<file path="src/design/tle_pkg.sv">
// ----------------------------------------------------------------------------
// tle_pkg
// Types, codes and sizes shared by the lockstep transfer engine modules.
// ----------------------------------------------------------------------------
`default_nettype none

package tle_pkg;

  localparam int LEN_W          = 10;
  localparam int BLOCK_BYTES    = 512;
  localparam int TLE_FIFO_DEPTH = 2;
  localparam int CFG_IDX_W      = 2;
  localparam int CFG_DATA_W     = 8;

  localparam logic [LEN_W-1:0] BLOCK_LEN = LEN_W'(BLOCK_BYTES);

  // Actions of an input word.
  localparam logic [1:0] ACT_START  = 2'd0;
  localparam logic [1:0] ACT_PACKET = 2'd1;

  // Opcodes, also used for the last opcode sent (none while idle).
  localparam logic [2:0] OPC_NONE = 3'd0;
  localparam logic [2:0] OPC_RRQ  = 3'd1;
  localparam logic [2:0] OPC_WRQ  = 3'd2;
  localparam logic [2:0] OPC_DATA = 3'd3;
  localparam logic [2:0] OPC_ACK  = 3'd4;
  localparam logic [2:0] OPC_ERR  = 3'd5;

  // Result status codes.
  localparam logic [2:0] ST_RUN   = 3'd0;
  localparam logic [2:0] ST_DONE  = 3'd1;
  localparam logic [2:0] ST_RETRY = 3'd2;
  localparam logic [2:0] ST_PROTO = 3'd3;
  localparam logic [2:0] ST_PEER  = 3'd4;

  // Configuration register indexes.
  localparam logic [CFG_IDX_W-1:0] CFG_SERVER_ROLE  = 2'd0;
  localparam logic [CFG_IDX_W-1:0] CFG_RETRY_LIMIT  = 2'd1;
  localparam logic [CFG_IDX_W-1:0] CFG_KEEP_RUNNING = 2'd2;

  typedef struct packed {
    logic [1:0]       action;
    logic [15:0]      opcode;
    logic [15:0]      block_number;
    logic [LEN_W-1:0] packet_length;
    logic [LEN_W-1:0] file_bytes;
    logic [15:0]      start_block;
  } in_item_t;

  typedef struct packed {
    logic             send_valid;
    logic [2:0]       send_opcode;
    logic [15:0]      send_block;
    logic [LEN_W-1:0] send_data_length;
    logic [LEN_W-1:0] write_length;
    logic [2:0]       status;
  } out_item_t;

  // Event classes found by the front end.
  typedef enum logic [2:0] {
    EV_START_IDLE,
    EV_START_REQ,
    EV_START_BAD,
    EV_PKT_BAD,
    EV_PKT,
    EV_TIMEOUT
  } ev_kind_t;

  typedef struct packed {
    ev_kind_t         kind;
    logic [2:0]       opc;
    logic [15:0]      blk;
    logic [15:0]      sblk;
    logic [LEN_W-1:0] dlen;
    logic [LEN_W-1:0] fsat;
    logic             data_long;
    logic             ack_len_bad;
  } q_entry_t;

endpackage

`default_nettype wire

</file>
<file path="src/design/tle_front.sv">
// ----------------------------------------------------------------------------
// tle_front
// Takes input words and classifies them for the queue.
// ----------------------------------------------------------------------------
`default_nettype none

module tle_front import tle_pkg::*; (
  input  wire in_item_t in_data,
  input  wire logic     in_valid,
  output logic          in_stall,
  input  wire logic     full,
  output logic          push,
  output q_entry_t      entry
);

  logic [LEN_W-1:0] dlen;

  assign in_stall = full;
  assign push     = in_valid && !full;
  assign dlen     = in_data.packet_length - LEN_W'(4);

  always_comb begin
    entry             = '0;
    entry.opc         = in_data.opcode[2:0];
    entry.blk         = in_data.block_number;
    entry.sblk        = in_data.start_block;
    entry.dlen        = dlen;
    entry.fsat        = (in_data.file_bytes > BLOCK_LEN) ? BLOCK_LEN : in_data.file_bytes;
    entry.data_long   = dlen > BLOCK_LEN;
    entry.ack_len_bad = in_data.packet_length != LEN_W'(4);
    unique case (in_data.action)
      ACT_START: begin
        if (in_data.opcode == 16'(OPC_NONE)) begin
          entry.kind = EV_START_IDLE;
        end else if (in_data.opcode == 16'(OPC_RRQ) || in_data.opcode == 16'(OPC_WRQ)) begin
          entry.kind = EV_START_REQ;
        end else begin
          entry.kind = EV_START_BAD;
        end
      end
      ACT_PACKET: begin
        if (in_data.packet_length < LEN_W'(4) || in_data.opcode < 16'(OPC_RRQ) ||
            in_data.opcode > 16'(OPC_ERR)) begin
          entry.kind = EV_PKT_BAD;
        end else begin
          entry.kind = EV_PKT;
        end
      end
      // Both remaining action codes are timeout ticks.
      default: entry.kind = EV_TIMEOUT;
    endcase
  end

endmodule

`default_nettype wire

</file>
<file path="src/design/tle_queue.sv">
// ----------------------------------------------------------------------------
// tle_queue
// Short first-in first-out queue of classified events.
// ----------------------------------------------------------------------------
`default_nettype none

module tle_queue import tle_pkg::*; #(
  parameter int DEPTH = TLE_FIFO_DEPTH  // 2 to 16
) (
  input  wire logic     clk,
  input  wire logic     rst,
  input  wire logic     push,
  input  wire q_entry_t push_data,
  output logic          full,
  input  wire logic     pop,
  output logic          head_valid,
  output q_entry_t      head_data
);

  localparam int AW = $clog2(DEPTH);
  localparam int CW = $clog2(DEPTH + 1);

  q_entry_t        mem [DEPTH];
  logic [AW-1:0]   wr_ptr;
  logic [AW-1:0]   rd_ptr;
  logic [CW-1:0]   count;

  assign full       = count == CW'(DEPTH);
  assign head_valid = count != '0;
  assign head_data  = mem[rd_ptr];

  always_ff @(posedge clk) begin
    if (push) begin
      mem[wr_ptr] <= push_data;
    end
  end

  always_ff @(posedge clk) begin
    if (rst) begin
      wr_ptr <= '0;
      rd_ptr <= '0;
      count  <= '0;
    end else begin
      if (push) begin
        wr_ptr <= (wr_ptr == AW'(DEPTH - 1)) ? '0 : wr_ptr + AW'(1);
      end
      if (pop) begin
        rd_ptr <= (rd_ptr == AW'(DEPTH - 1)) ? '0 : rd_ptr + AW'(1);
      end
      case ({push, pop})
        2'b10:   count <= count + CW'(1);
        2'b01:   count <= count - CW'(1);
        default: count <= count;
      endcase
    end
  end

endmodule

`default_nettype wire

</file>
<file path="src/design/tle_back.sv">
// ----------------------------------------------------------------------------
// tle_back
// Transfer state, configuration registers and the result register.
// ----------------------------------------------------------------------------
`default_nettype none

module tle_back import tle_pkg::*; (
  input  wire logic                  clk,
  input  wire logic                  rst,
  input  wire logic                  head_valid,
  input  wire q_entry_t              head_data,
  output logic                       pop,
  input  wire logic                  cfg_valid,
  output logic                       cfg_ready,
  input  wire logic [CFG_IDX_W-1:0]  cfg_index,
  input  wire logic [CFG_DATA_W-1:0] cfg_data,
  output logic                       out_valid,
  input  wire logic                  out_stall,
  output out_item_t                  out_data
);

  typedef enum logic [2:0] {
    H_NONE,
    H_DATA,
    H_ACK,
    H_PERR,
    H_RRQ,
    H_WRQ
  } handler_t;

  logic            server_role;
  logic [7:0]      retry_limit;
  logic            keep_running;

  logic [2:0]       lso, lso_next;
  logic [15:0]      exp_blk, exp_blk_next;
  logic [LEN_W-1:0] ldl, ldl_next;
  logic [15:0]      lsb, lsb_next;
  logic [7:0]       rc, rc_next;

  out_item_t        res;
  handler_t         h;
  logic [15:0]      exp_inc;
  logic             blk_eq;
  logic             blk_prev;
  logic             retry_full;
  logic             ack_now;

  assign cfg_ready  = 1'b1;
  assign pop        = head_valid && (!out_valid || !out_stall);
  assign exp_inc    = exp_blk + 16'd1;
  assign blk_eq     = head_data.blk == exp_blk;
  assign blk_prev   = head_data.blk == exp_blk - 16'd1;
  assign retry_full = rc >= retry_limit;

  // Which receive handler applies, given the last opcode sent and the role.
  always_comb begin
    h = H_NONE;
    if (lso == OPC_DATA && head_data.opc == OPC_ACK) h = H_ACK;
    if (lso == OPC_ACK && head_data.opc == OPC_DATA) h = H_DATA;
    if (server_role) begin
      if (lso == OPC_NONE && head_data.opc == OPC_RRQ) h = H_RRQ;
      if (lso == OPC_NONE && head_data.opc == OPC_WRQ) h = H_WRQ;
    end else begin
      if (lso == OPC_RRQ && head_data.opc == OPC_DATA) h = H_DATA;
      if (lso == OPC_RRQ && head_data.opc == OPC_ERR)  h = H_PERR;
      if (lso == OPC_WRQ && head_data.opc == OPC_ACK)  h = H_ACK;
      if (lso == OPC_WRQ && head_data.opc == OPC_ERR)  h = H_PERR;
    end
  end

  always_comb begin
    res          = '0;
    res.status   = ST_RUN;
    lso_next     = lso;
    exp_blk_next = exp_blk;
    ldl_next     = ldl;
    lsb_next     = lsb;
    rc_next      = rc;
    ack_now      = 1'b0;
    unique case (head_data.kind)
      EV_START_IDLE: begin
        rc_next  = '0;
        lso_next = OPC_NONE;
      end
      EV_START_BAD: begin
        rc_next    = '0;
        res.status = ST_PROTO;
      end
      EV_START_REQ: begin
        rc_next         = '0;
        exp_blk_next    = head_data.sblk;
        ldl_next        = BLOCK_LEN;
        res.send_valid  = 1'b1;
        res.send_opcode = head_data.opc;
        lso_next        = head_data.opc;
        lsb_next        = '0;
      end
      EV_PKT_BAD: res.status = ST_PROTO;
      EV_TIMEOUT: begin
        if (lso != OPC_NONE) begin
          if (retry_full) begin
            res.status = ST_RETRY;
          end else begin
            rc_next              = rc + 8'd1;
            res.send_valid       = 1'b1;
            res.send_opcode      = lso;
            res.send_block       = lsb;
            res.send_data_length = (lso == OPC_DATA) ? ldl : '0;
          end
        end
      end
      EV_PKT: begin
        case (h)
          H_DATA: begin
            if (head_data.data_long) begin
              res.status = ST_PROTO;
            end else if (blk_eq) begin
              exp_blk_next     = exp_inc;
              rc_next          = '0;
              res.write_length = head_data.dlen;
              ack_now          = 1'b1;
            end else if (blk_prev) begin
              if (retry_full) begin
                res.status = ST_RETRY;
              end else begin
                rc_next = rc + 8'd1;
                ack_now = 1'b1;
              end
            end else begin
              res.status = ST_PROTO;
            end
            // A short block, a duplicate one included, ends the transfer unless keep_running is set.
            if (ack_now) begin
              res.send_valid  = 1'b1;
              res.send_opcode = OPC_ACK;
              res.send_block  = head_data.blk;
              lso_next        = OPC_ACK;
              lsb_next        = head_data.blk;
              res.status      = (head_data.dlen == BLOCK_LEN || keep_running) ?
                                ST_RUN : ST_DONE;
            end
          end
          H_ACK: begin
            if (head_data.ack_len_bad) begin
              res.status = ST_PROTO;
            end else if (blk_eq) begin
              // Nothing left to send after a short block: the transfer is done.
              if (head_data.fsat == '0 && ldl < BLOCK_LEN) begin
                res.status = ST_DONE;
              end else begin
                ldl_next             = head_data.fsat;
                exp_blk_next         = exp_inc;
                rc_next              = '0;
                res.send_valid       = 1'b1;
                res.send_opcode      = OPC_DATA;
                res.send_block       = exp_inc;
                res.send_data_length = head_data.fsat;
                lso_next             = OPC_DATA;
                lsb_next             = exp_inc;
              end
            end else if (blk_prev) begin
              if (retry_full) begin
                res.status = ST_RETRY;
              end else begin
                rc_next              = rc + 8'd1;
                res.send_valid       = 1'b1;
                res.send_opcode      = OPC_DATA;
                res.send_block       = exp_blk;
                res.send_data_length = ldl;
                lso_next             = OPC_DATA;
                lsb_next             = exp_blk;
              end
            end else begin
              res.status = ST_PROTO;
            end
          end
          H_PERR: res.status = ST_PEER;
          H_RRQ: begin
            // A read request acts as an acknowledge of block zero.
            rc_next              = '0;
            exp_blk_next         = 16'd1;
            ldl_next             = head_data.fsat;
            res.send_valid       = 1'b1;
            res.send_opcode      = OPC_DATA;
            res.send_block       = 16'd1;
            res.send_data_length = head_data.fsat;
            lso_next             = OPC_DATA;
            lsb_next             = 16'd1;
          end
          H_WRQ: begin
            rc_next         = '0;
            exp_blk_next    = 16'd1;
            res.send_valid  = 1'b1;
            res.send_opcode = OPC_ACK;
            lso_next        = OPC_ACK;
            lsb_next        = '0;
          end
          default: res.status = ST_PROTO;
        endcase
      end
      default: res.status = ST_RUN;
    endcase
    if (res.status != ST_RUN) begin
      lso_next = OPC_NONE;
    end
  end

  always_ff @(posedge clk) begin
    if (pop) begin
      out_data <= res;
    end
  end

  always_ff @(posedge clk) begin
    if (rst) begin
      out_valid    <= 1'b0;
      lso          <= OPC_NONE;
      exp_blk      <= '0;
      ldl          <= '0;
      lsb          <= '0;
      rc           <= '0;
      server_role  <= 1'b0;
      retry_limit  <= 8'd5;
      keep_running <= 1'b0;
    end else begin
      if (pop) begin
        out_valid <= 1'b1;
        lso       <= lso_next;
        exp_blk   <= exp_blk_next;
        ldl       <= ldl_next;
        lsb       <= lsb_next;
        rc        <= rc_next;
      end else if (!out_stall) begin
        out_valid <= 1'b0;
      end
      if (cfg_valid && cfg_ready) begin
        case (cfg_index)
          CFG_SERVER_ROLE:  server_role  <= cfg_data[0];
          CFG_RETRY_LIMIT:  retry_limit  <= cfg_data;
          CFG_KEEP_RUNNING: keep_running <= cfg_data[0];
          default:          server_role  <= server_role;
        endcase
      end
    end
  end

endmodule

`default_nettype wire

</file>
<file path="src/design/tftp_lockstep_transfer_engine.sv">
// ----------------------------------------------------------------------------
// tftp_lockstep_transfer_engine
// Control side of one end of a stop-and-wait file transfer.
// ----------------------------------------------------------------------------
// Usage:
//   The input channel (in_valid, in_stall, in_data) carries one event per
//   word: a start request, a received packet header or a timeout tick. The
//   output channel (out_valid, out_stall, out_data) returns exactly one
//   word per event: the packet to send, the bytes to write and a status.
//   The configuration channel (cfg_valid, cfg_ready, cfg_index, cfg_data)
//   is always ready; the user must write it only while no event is in
//   flight, which the block itself does not enforce.
// Timing:
//   An accepted word is classified and written into the queue; its result
//   is computed at the queue head and loaded into the output register when
//   it leaves the queue, only while that register is empty or unstalled.
//   One word per cycle is sustained each way while out_stall is low.
// Reset and stalls:
//   rst clears the queue, the output valid flag and the transfer state and
//   loads the register defaults (client role, retry limit 5). While
//   out_stall is high the result holds; the queue keeps taking words until
//   it is full, then in_stall goes high.
// ----------------------------------------------------------------------------
`default_nettype none

module tftp_lockstep_transfer_engine import tle_pkg::*; #(
  parameter int FIFO_DEPTH = TLE_FIFO_DEPTH
) (
  input  wire logic                  clk,
  input  wire logic                  rst,
  input  wire logic                  in_valid,
  output logic                       in_stall,
  input  wire in_item_t              in_data,
  output logic                       out_valid,
  input  wire logic                  out_stall,
  output out_item_t                  out_data,
  input  wire logic                  cfg_valid,
  output logic                       cfg_ready,
  input  wire logic [CFG_IDX_W-1:0]  cfg_index,
  input  wire logic [CFG_DATA_W-1:0] cfg_data
);

  logic     full;
  logic     push;
  q_entry_t entry;
  logic     pop;
  logic     head_valid;
  q_entry_t head_data;

  tle_front u_front (
    .in_data  (in_data),
    .in_valid (in_valid),
    .in_stall (in_stall),
    .full     (full),
    .push     (push),
    .entry    (entry)
  );

  tle_queue #(
    .DEPTH (FIFO_DEPTH)
  ) u_queue (
    .clk        (clk),
    .rst        (rst),
    .push       (push),
    .push_data  (entry),
    .full       (full),
    .pop        (pop),
    .head_valid (head_valid),
    .head_data  (head_data)
  );

  tle_back u_back (
    .clk        (clk),
    .rst        (rst),
    .head_valid (head_valid),
    .head_data  (head_data),
    .pop        (pop),
    .cfg_valid  (cfg_valid),
    .cfg_ready  (cfg_ready),
    .cfg_index  (cfg_index),
    .cfg_data   (cfg_data),
    .out_valid  (out_valid),
    .out_stall  (out_stall),
    .out_data   (out_data)
  );

endmodule

`default_nettype wire

</file>
<file path="config.mk">
export PLATFORM = sky130hd
export DESIGN_NAME = tftp_lockstep_transfer_engine
export DESIGN_NICKNAME = d
export VERILOG_FILES = /design/src/design/tle_pkg.sv /design/src/design/tle_front.sv /design/src/design/tle_queue.sv /design/src/design/tle_back.sv /design/src/design/tftp_lockstep_transfer_engine.sv
export SDC_FILE = /design/constraint.sdc
export NUM_CORES = 1
export LEC_CHECK = 0
export CAP_MARGIN = 25
export CORE_ASPECT_RATIO = 0.75
export CORE_UTILIZATION = 50
export CTS_CLUSTER_SIZE = 8
export DETAILED_ROUTE_END_ITERATION = 16
export DONT_BUFFER_PORTS = 1
export PLACE_DENSITY = 0.67
export SLEW_MARGIN = 20
export SYNTH_ARGS = -nofsm -noshare
export SYNTH_HDL_FRONTEND = slang
export SYNTH_SLANG_ARGS = --single-unit
export TNS_END_PERCENT = 1
</file>
<file path="constraint.sdc">
create_clock -name clk -period 6 [get_ports clk]
set_input_delay 0.6 -clock clk [delete_from_list [all_inputs] [get_ports clk]]
set_output_delay 0.6 -clock clk [all_outputs]
set_load 0.05 [all_outputs]
</file>
==> results of run 1 <==
[state kept, by name, summed over array words and instances (netlist names), 2 cells and up, named ones only]
| signal | flops |
|---|---|
| u_back.lsb | 16 |
| u_queue.mem | 120 |
| u_back.out_data | 43 |
| u_back.ldl | 10 |
| u_back.retry_limit | 8 |
| u_back.exp_blk | 16 |
| u_queue.count | 2 |
| u_back.lso | 3 |
| u_back.rc | 8 |
[worst paths after layout]
check,to,cells past startpoint
hold reg to reg,u_back.ldl[5],2
hold / removal,u_back.out_valid,1
setup / recovery,u_back.lsb[0],10
setup reg to reg,u_back.lsb[0],10
[cell type report]
cell class	instances	area [µm²]	share of cell area (%)
Antenna cell	2	5.005	0.03882
Clock buffer	61	1016	7.880
Inverter	30	112.6	0.8734
Multi-Input combinational cell	766	5036	39.06
Sequential cell	232	6280	48.71
Tap cell	300	375.4	2.911
Timing Repair Buffer	9	67.56	0.5241
[cell usage in the layout, fill, tap and decap left out, types with 13 or more instances in the layout]
master and count:
a21oi_1 50, and3_1 13, clkbuf_1 24, clkbuf_16 37, dfxtp_1 68, edfxtp_1 163
ha_1 15, inv_1 30, mux2i_1 65, nand2_1 73, nand3_1 23, nor2_1 131
nor2b_1 13, nor3_1 42, nor4_1 16, o21ai_0 43, o21ai_1 13, o22a_1 13
o22ai_1 19, o32ai_1 14, xnor2_1 38, xor2_1 20
[per-layer routing]
| layer | part of all wire, % | track usage, % | vias to the layer above |
|---|---|---|---|
| met5 | 0 | 0 | - |
| met4 | 1.9 | 5.697 | 0 |
| met3 | 10 | 6.672 | 54 |
| met2 | 39 | 32.15 | 393 |
| met1 | 49 | 37.44 | 3971 |
| li1 | - | - | 4010 |
[kinds of logic (layout without fill, tap and decap cells)]
kind of cell,count (synthesis),in the layout
other,1,3
adders and majority gates,15,15
and+or+nand+nor,396,396
AOI/OAI and AO/OA,213,213
DFF,232,232
buffers and inverters,95,100
xor gates and xnor gates,60,60
muxes,81,81
[power groups by stage]
stage / logic [W] / registers, W / clock network, W
5_1_grt: 0.00147 / 0.00267 / 0.00189
3_5_place_dp: 0.00132 / 0.00267 / 0
4_1_cts: 0.00133 / 0.00264 / 0.00183
3_3_place_gp: 0.00131 / 0.00266 / 0
6_report: 0.00135 / 0.00264 / 0.00179
2_1_floorplan: 0.00114 / 0.00253 / 0
[per-stage QoR]
stage | total power [W] | hold WS [ns] | worst slack [ns] | utilization (%)
2_1_floorplan | 0.003668 | 0.4397 | 1.317 | -
3_3_place_gp | 0.003972 | 0.4509 | 1.611 | 51.51
3_5_place_dp | 0.003986 | 0.4625 | 1.544 | 51.51
4_1_cts | 0.005794 | 0.1668 | 1.511 | 55.93
5_1_grt | 0.006036 | 0.1667 | 1.143 | 56.03
6_report | 0.005772 | 0.1739 | 1.509 | 56.05
==> run metrics, run 1 <==
status completed; syn_area_per_cell 10.71 µm²; max incr delay on CP 0.89 ns; fraction of layout instances using a drive strength above 1 8.652%; post-CTS resize count 0; Fmax 222.7 MHz; largest net degree at the start of global routing 62; synth top area cells edfxtp_1 42%, dfxtp_1 12%, mux2i_1 5.6%, nor2_1 4.2%, xnor2_1 2.8%; DR WL/cell 20.49 µm; pins over their slew limit 0; DRT iter0 DRCs 873; Placer Congestion 0.9336; sequential share of power 45.7%; CTS Buffer Depth 3; xor-xnor portion of the synthesized cell area 4.723%; first-pass GRT wire length 44,270 µm; P_leak 4.278 nW; Top Family by Delay on Critical Path compound AO/OA/AOI/OAI gates; CTS root buf clkbuf_16; initial antenna violation count 1; die area 24,040 µm²; Reg clk slew, reported paths 0.05 ns; sequential-to-total area share from yosys stat 53.60%; Switching Fraction 35.49%; GRT Total Usage 23.92%; core area 23,000 µm²; HPWL Detailed 19,780 µm; Synth top cells by count 163 x edfxtp_1, 132 x nor2_1, 73 x nand2_1; Via density 6.020; number of synthesized flops with an enable pin 163; Final Critical Period 4.491 ns; nets 1,173; Post-DP Area 11,850 µm²; CTS Buf Count 34; reg-to-reg setup timing slack 1.51 ns; number of port buffers 0; hold buffers post-CTS 0; Synth Area in Adders 1.603%; Ports 131; final hold violation count 0; # setup viols final 0; ys flop type edfxtp_1; Yosys top cell by area edfxtp_1; compound-cell area share of the yosys netlist 12.11%; htree depth 2; vias in the first global route 7,796; Die X 178.7 µm; mux cell area share after synthesis 7.331%; Hold WC Path Type in -> reg; die height 134.5 µm; Synth Area in Simple Gates 17.01%; initial core utilization 50.90%; RSZ-0062 raised after global routing no; dpl cells 1,334; Async SR Flop Fraction 0%; clock share of power 31.0%; combinational group share of total power 23.3%; peak supply drop 0.0003418 V; crit path launch type flip-flop; largest family of logic cells by synthesized area simple AND/OR/NAND/NOR gates; Layout area overhead 10.11%; most frequent CP cell mux2i_1; most common cell in the synthesized netlist edfxtp_1; Routed WL 28,680 µm; Cell Count, Final, Fillers Out 1,400; Synthesized Nets 1,193; crit path capture type flip-flop; Cells after Synth 1,093; filler instances 1,947; power density over the cells 447.7 nW/µm²; Worst Path Buf+Inv 0; Pint 0.003723 W; Arr. time, crit path 4.87 ns; CP Class reg -> reg; Worst-Skew Late Latency 0.50 ns; # clock sinks 232; slowest CP cell dfxtp_4; DR pass1 iterations 6; # DRC 0; Yosys reg bits 232; Slew headroom 33.87%; max-cap violations 0; min-delay src rst; top cell type's share of synthesized area 41.80%; antenna viol nets, final 0; CP cell instances mux2i_1, and3_1, a211o_1, nor2b_1, a21oi_4, o211ai_1, or2_1, o21ba_1, mux2i_1, nor2_1; TritonCTS clock tree yes; fin crit share 74.85%; required time worst endpoint 6.38 ns; vias 8,428; Clock Skew 0.01791 ns; Setup Buffers After CTS 0; Post-Synthesis Cell Area 11,710 µm²; number of synthesis warnings 0; Worst Tran Pin Value 0.9920 ns; switching pwr 0.002048 W; FP Rows 48; crit-path max FO 48; Synth cell types 76; Setup TNS Final 0 ns; Overflow after GRT 0; Design Area, Final 12,890 µm²
Note: power is estimated with default switching activity, not from simulation.
==> inputs of run 2 (changes only) <==
--- a/config.mk
+++ b/config.mk
@@ -5,13 +5,14 @@
 export SDC_FILE = /design/constraint.sdc
 export NUM_CORES = 1
 export LEC_CHECK = 0
+export ABC_AREA = 1
 export CAP_MARGIN = 25
 export CORE_ASPECT_RATIO = 0.75
 export CORE_UTILIZATION = 50
 export CTS_CLUSTER_SIZE = 8
 export DETAILED_ROUTE_END_ITERATION = 16
 export DONT_BUFFER_PORTS = 1
-export PLACE_DENSITY = 0.67
+export PLACE_DENSITY = 0.7
 export SLEW_MARGIN = 20
 export SYNTH_ARGS = -nofsm -noshare
 export SYNTH_HDL_FRONTEND = slang
==> constraint.sdc (replaced) <==
create_clock -name clk -period 3.95 [get_ports clk]
set_input_delay 0.395 -clock clk [delete_from_list [all_inputs] [get_ports clk]]
set_output_delay 0.395 -clock clk [all_outputs]
set_load 0.05 [all_outputs]
==> run 2 against run 1 <==
  * First-iteration DRC count rose by 11%
  * Combinational power rose to 2.5 times the previous value
  * Non-clock buffer count rose by 52
  * Critical path depth rose by 8
  * Design area rose by 7.1%
  * Routed wire length rose by 10%
  * Flip-flop and latch count did not move
  * Worst hold slack got worse by 0.12 ns
  * Register-to-register slack got worse by 1.1 ns
  * Count of clock-buffer cells in the layout fell by 3
  * Critical path type unchanged
==> run metrics, run 2 <==
Yosys reg bits 232 (unchanged); CP Class reg -> reg (unchanged); commonest non-fill, non-tap cells in the layout 342 x nand2_1, 189 x nor2_1, 163 x edfxtp_1 (was 163 x edfxtp_1, 131 x nor2_1, 73 x nand2_1); synth top area cells edfxtp_1 41%, dfxtp_1 11%, nand2_1 11%, nor2_1 5.9%, inv_1 4.7% (was edfxtp_1 42%, dfxtp_1 12%, mux2i_1 5.6%, nor2_1 4.2%, xnor2_1 2.8%); antenna viol nets, final 0 (unchanged); Synth top cells by count 342 x nand2_1, 191 x nor2_1, 163 x edfxtp_1 (was 163 x edfxtp_1, 132 x nor2_1, 73 x nand2_1); Overall Power 0.01029 W (was 0.005772 W); hold slack 0.05741 ns (was 0.1739 ns); Cells after Synth 1,439 (was 1,093); Synth Area in Simple Gates 24.95% (was 17.01%); Via density 5.655 (was 6.020); Fmax 283.9 MHz (was 222.7 MHz); Layout area overhead 14.32% (was 10.11%); crit-path max FO 33 (was 48); DR pass1 iterations 5 (was 6); CTS Buf Count 35 (was 34); most common cell in the synthesized netlist nand2_1 (was edfxtp_1); fin crit share 89.18% (was 74.85%); fraction of layout instances using a drive strength above 1 7.105% (was 8.652%); largest net degree at the start of global routing 67 (was 62); Synth Area in Adders 1.553% (was 1.603%); initial antenna violation count 2 (was 1); Reg clk slew, reported paths 0.05 ns (about the same); number of synthesized flops with an enable pin 163 (unchanged); core area 23,360 µm² (was 23,000 µm²); clock share of power 26.6% (was 31.0%); Synth cell types 59 (was 76); # setup viols final 0 (unchanged); initial core utilization 51.71% (was 50.90%); HPWL Detailed 21,790 µm (was 19,780 µm); crit path capture type flip-flop (unchanged); crit path launch type flip-flop (unchanged); max-cap violations 0 (unchanged); pins over their slew limit 0 (unchanged); Routed WL 31,590 µm (was 28,680 µm); sequential-to-total area share from yosys stat 51.95% (was 53.60%); Largest register FFs 120 (unchanged); nets 1,581 (was 1,173); Slew headroom 36.45% (was 33.87%); Switching Fraction 42.63% (was 35.49%); vias in the first global route 9,513 (was 7,796); P_leak 5.636 nW (was 4.278 nW); DR WL/cell 17.46 µm (was 20.49 µm); power density over the cells 745.1 nW/µm² (was 447.7 nW/µm²); Post-Synthesis Cell Area 12,080 µm² (was 11,710 µm²); vias 10,230 (was 8,428); area of the multi-input gates 4923 µm² (was 5036 µm²); peak supply drop 0.0004314 V (was 0.0003418 V); Synthesized Nets 1,539 (was 1,193); Worst-Skew Late Latency 0.53 ns (was 0.50 ns); largest family of logic cells by synthesized area simple AND/OR/NAND/NOR gates (unchanged); CTS Buffer Depth 3 (unchanged); TritonCTS clock tree yes (unchanged); RSZ-0062 raised after global routing no (unchanged); first-pass GRT wire length 49,690 µm (was 44,270 µm); Biggest register u_queue.mem (unchanged); Clock Skew 0.01777 ns (was 0.01791 ns); FP Rows 48 (unchanged); top cell type's share of synthesized area 40.51% (was 41.80%); Async SR Flop Fraction 0% (unchanged); Placer Congestion 0.9710 (was 0.9336); DRT iter0 DRCs 969 (was 873); Yosys top cell by area edfxtp_1 (unchanged); combinational group share of total power 33.3% (was 23.3%); mux cell area share after synthesis 0.5800% (was 7.331%); compound-cell area share of the yosys netlist 12.07% (was 12.11%); Arr. time, crit path 3.97 ns (was 4.87 ns); status completed (unchanged); sequential share of power 40.1% (was 45.7%); Final Critical Period 3.523 ns (was 4.491 ns); required time worst endpoint 4.40 ns (was 6.38 ns); Hold WC Path Type in -> reg (unchanged); GRT Total Usage 25.74% (was 23.92%); xor-xnor portion of the synthesized cell area 1.450% (was 4.723%); number of synthesis warnings 0 (unchanged); Die X 181.5 µm (was 178.7 µm); Worst Tran Pin Value 0.9433 ns (was 0.9920 ns); Setup TNS Final 0 ns (unchanged); Post-DP Area 12,360 µm² (was 11,850 µm²); final hold violation count 0 (unchanged); die area 24,800 µm² (was 24,040 µm²); Largest regs u_queue.mem: 120 flops, u_back.out_data: 43 flops (unchanged); Design Area, Final 13,810 µm² (was 12,890 µm²); Pint 0.005905 W (was 0.003723 W); die height 136.6 µm (was 134.5 µm); CTS root buf clkbuf_16 (unchanged); switching pwr 0.004387 W (was 0.002048 W); # clock sinks 232 (unchanged); Ports 131 (unchanged); commonest non-fill, non-tap cell in the layout nand2_1 (was edfxtp_1); # DRC 0 (unchanged); htree depth 2 (unchanged); filler instances 2,043 (was 1,947); Overflow after GRT 0 (unchanged); Setup Buffers After CTS 0 (unchanged); ys flop type edfxtp_1 (unchanged); syn_area_per_cell 8.396 µm² (was 10.71 µm²); Seq. cell area 6277 µm² (was 6280 µm²); number of port buffers 0 (unchanged)
-- run 2: path summary, 6_finish.rpt --
path / slack, ns / cells past startpoint / from / endpoint
max: 0.43 / 18 / flip-flop / u_back.exp_blk[14]
min: 0.06 / 2 / out_stall / u_back.out_valid
max reg2reg: 0.43 / 18 / flip-flop / u_back.exp_blk[14]
min reg2reg: 0.44 / 1 / u_queue.rd_ptr / flip-flop
-- run 2: layout make-up --
cell class / count / share of cell area, %
inverters: 165 / 4.484
flip-flops and latches: 232 / 45.45
multi-input cells: 986 / 35.65
repair buffers: 61 / 4.221
clock buffers: 58 / 6.966
well taps: 300 / 2.718
diodes: 3 / 0.05435
clock inverters: 4 / 0.4620
-- run 2: per-layer routing --
layer | wire length (µm) | vias up | track usage (%)
met5 | 0 | - | 0
met4 | 928 | 0 | 10.08
met3 | 2365 | 69 | 5.029
met2 | 13730 | 413 | 39.49
met1 | 14560 | 4790 | 36.04
li1 | - | 4958 | -
-- run 2: power groups by stage --
stage	clock network, W	registers, W	logic [W]
floorplan	0	0.00404	0.00259
global placement	0	0.00415	0.00330
detailed placement	0	0.00415	0.00334
CTS	0.00278	0.00412	0.00340
global route	0.00288	0.00417	0.00386
finish	0.00274	0.00412	0.00343
-- run 2: worst max-delay path, stage by stage, from the launching register on --
cell and delay (ns):
dfxtp_2 0.33, inv_2 0.50, nand2_1 0.11, nand2_1 0.17
nor2_1 0.08, nand2_1 0.07, nand2_1 0.08, a21o_1 0.22
nand2_2 0.14, inv_2 0.09, nand2_2 0.27, inv_1 0.15
nand2_1 0.11, nand3_1 0.14, a21oi_1 0.24, nand2_4 0.22
inv_1 0.26, o21ai_0 0.12, a21oi_1 0.13
-- run 2: through the flow --
stage / std cells / worst slack [ns] / utilization (%)
detailed placement: 1703 / 0.4927 / 52.90
CTS: 1806 / 0.4657 / 59.09
global placement: 1703 / 0.5752 / 52.90
floorplan: 1439 / 0.3419 / -
global route: 1808 / 0.1447 / 59.11
finish: 1809 / 0.4274 / 59.12
-- run 2: what timing repair did --
item                      in CTS  in global routing
hold buffers                  41                  0
resized for setup              0                  0
hold endpoints to repair     102                  0
-- run 2: cells by family (layout without fill, tap and decap cells) --
logic type,Yosys count,count (layout)
buffers and inverters,221,288
xor gates and xnor gates,20,20
muxes,7,7
other,1,4
adders and majority gates,15,15
DFF,232,232
AOI/OAI and AO/OA,239,239
and+or+nand+nor,704,704
==> inputs of run 3 (changes only) <==
--- a/config.mk
+++ b/config.mk
@@ -7,12 +7,13 @@
 export LEC_CHECK = 0
 export ABC_AREA = 1
 export CAP_MARGIN = 25
-export CORE_ASPECT_RATIO = 0.75
+export CORE_ASPECT_RATIO = 0.8
 export CORE_UTILIZATION = 50
 export CTS_CLUSTER_SIZE = 8
 export DETAILED_ROUTE_END_ITERATION = 16
 export DONT_BUFFER_PORTS = 1
 export PLACE_DENSITY = 0.7
+export RECOVER_POWER = 25
 export SLEW_MARGIN = 20
 export SYNTH_ARGS = -nofsm -noshare
 export SYNTH_HDL_FRONTEND = slang
==> run 3 against run 2 <==
  * First-iteration DRC count increased by 19%
  * Sequential power barely moved
  * Final cell count increased by 0.22%
  * Utilization decreased by 0.55 points
  * Critical endpoint is now u_back.out_data[23]
  * Highest routed layer unchanged
==> run metrics, run 3 (synthesized netlist as in run 2, its figures left out) <==
Placer Congestion 0.9910 (was 0.9710); dpl cells 1,711 (was 1,703); Clock Skew 0.01598 ns (was 0.01777 ns); htree depth 2 (unchanged); slowest CP cell buf_4 (was inv_2); Via density 5.628 (was 5.655); fin crit share 95.01% (was 89.18%); Largest register FFs 120 (unchanged); CP Class reg -> reg (unchanged); Hold WC Path Type in -> reg (unchanged); CP cell instances buf_4, nand2_1, nand2_1, nand2_1, nand2_1, nand2_1, nor2_1, nand3_1, nor2_2, nand2_1, nand3_1, buf_4, inv_1, a221oi_1, o21ai_0 (was inv_2, nand2_1, nand2_1, nor2_1, nand2_1, nand2_1, a21o_1, nand2_2, inv_2, nand2_2, inv_1, nand2_1, nand3_1, a21oi_1, nand2_4, inv_1, o21ai_0, a21oi_1); P_leak 5.619 nW (was 5.636 nW); max-cap violations 0 (unchanged); CTS Buffer Depth 3 (unchanged); FP Rows 50 (was 48); # clock sinks 232 (unchanged); Die X 175.8 µm (was 181.5 µm); initial core utilization 51.36% (was 51.71%); Worst-Skew Late Latency 0.52 ns (was 0.53 ns); vias in the first global route 9,519 (was 9,513); Fmax 266.4 MHz (was 283.9 MHz); crit path launch type flip-flop (unchanged); final hold violation count 0 (unchanged); initial antenna violation count 0 (was 2); vias 10,200 (was 10,230); Antenna Cells 0 (was 3); Final Critical Period 3.753 ns (was 3.523 ns); Top Family by Delay on Critical Path simple AND/OR/NAND/NOR gates (unchanged); die area 24,790 µm² (was 24,800 µm²); power density over the cells 752.3 nW/µm² (was 745.1 nW/µm²); pins over their slew limit 0 (unchanged); RSZ-0062 raised after global routing no (unchanged); commonest non-fill, non-tap cells in the layout 342 x nand2_1, 189 x nor2_1, 163 x edfxtp_1 (unchanged); antenna viol nets, final 0 (unchanged); die height 141.0 µm (was 136.6 µm); DR pass1 iterations 6 (was 5); crit path capture type flip-flop (unchanged); first-pass GRT wire length 51,520 µm (was 49,690 µm); max incr delay on CP 0.61 ns (was 0.50 ns); status completed (unchanged); CTS Buf Count 35 (unchanged); DRT iter0 DRCs 1,154 (was 969); Setup TNS Final 0 ns (unchanged); core area 23,520 µm² (was 23,360 µm²); peak supply drop 0.0003738 V (was 0.0004314 V); Reg clk slew, reported paths 0.05 ns (about the same); Biggest register u_queue.mem (unchanged); Worst Path Buf+Inv 3 (was 4); Slew headroom 38.17% (was 36.45%); largest net degree at the start of global routing 67 (unchanged); post-CTS resize count 0 (unchanged); HPWL Detailed 22,780 µm (was 21,790 µm); # DRC 0 (unchanged); commonest non-fill, non-tap cell in the layout nand2_1 (unchanged); crit-path max FO 66 (was 33); Overflow after GRT 0 (unchanged); # setup viols final 0 (unchanged); Ports 131 (unchanged); Largest regs u_queue.mem: 120 flops, u_back.out_data: 43 flops (unchanged); Worst Tran Pin Value 0.9177 ns (was 0.9433 ns); Layout area overhead 14.03% (was 14.32%); nets 1,577 (was 1,581); fraction of layout instances using a drive strength above 1 6.995% (was 7.105%); GRT Total Usage 26.72% (was 25.74%); required time worst endpoint 4.18 ns (was 4.40 ns); Cell Count, Final, Fillers Out 1,813 (was 1,809); CTS root buf clkbuf_16 (unchanged); number of port buffers 0 (unchanged); most frequent CP cell nand2_1 (unchanged); TritonCTS clock tree yes (unchanged); Arr. time, crit path 3.99 ns (was 3.97 ns); Routed WL 32,750 µm (was 31,590 µm); DR WL/cell 18.06 µm (was 17.46 µm)
run 3: worst reg2reg max path, stage by stage, from the launching register on:
cell      delay, ns
dfxtp_2        0.33
buf_4          0.61
nand2_1        0.23
nand2_1        0.18
nand2_1        0.09
nand2_1        0.09
nand2_1        0.07
nor2_1         0.13
nand3_1        0.10
nor2_2         0.41
nand2_1        0.18
nand3_1        0.11
buf_4          0.29
inv_1          0.12
a221oi_1       0.37
o21ai_0        0.17
run 3: final timing paths:
path / slack [ns] / startpoint / end / cells after the start
max: 0.20 / flip-flop / u_back.out_data[23] / 15
min: 0.06 / out_stall / u_back.out_valid / 2
max reg2reg: 0.20 / flip-flop / u_back.out_data[23] / 15
min reg2reg: 0.45 / u_queue.rd_ptr / flip-flop / 1
run 3: layout make-up:
class	count	area [µm²]
fillers	2121	9746
clock buffers	57	968.4
clock inverters	4	57.56
repair buffers	57	540.5
multi-input cells	986	4923
inverters	165	619.3
well taps	312	390.4
flip-flops and latches	232	6277
run 3: repair_timing:
action	CTS	global route
hold buffers	41	0
endpoints found under the hold margin	102	0
buffers inserted	0	0
run 3: power breakdown:
group / switching (W) / internal, W
clock network: 0.00107 / 0.00169
logic: 0.00251 / 0.000977
registers: 0.000888 / 0.00324
total: 0.00446 / 0.00590
run 3: through the flow:
stage / hold slack, ns / cell area, µm² / setup slack, ns / utilization, % / total power (W)
5_1_grt: 0.06104 / 13780 / 0.01398 / 58.57 / 0.01104
2_1_floorplan: 0.4258 / 12080 / 0.3419 / - / 0.006628
3_3_place_gp: 0.4300 / 12330 / 0.3887 / 52.42 / 0.007496
4_1_cts: 0.03863 / 13780 / 0.3224 / 58.57 / 0.01037
3_5_place_dp: 0.4413 / 12330 / 0.3563 / 52.42 / 0.007534
6_report: 0.05730 / 13780 / 0.1969 / 58.57 / 0.01036
run 3: metal layers:
layer / vias to the layer above / share of wire (%) / GRT usage, %
li1: 4946 / - / -
met1: 4727 / 47 / 40.38
met2: 488 / 41 / 38.32
met3: 43 / 10 / 5.825
met4: 0 / 1.7 / 7.185
met5: - / 0 / 0
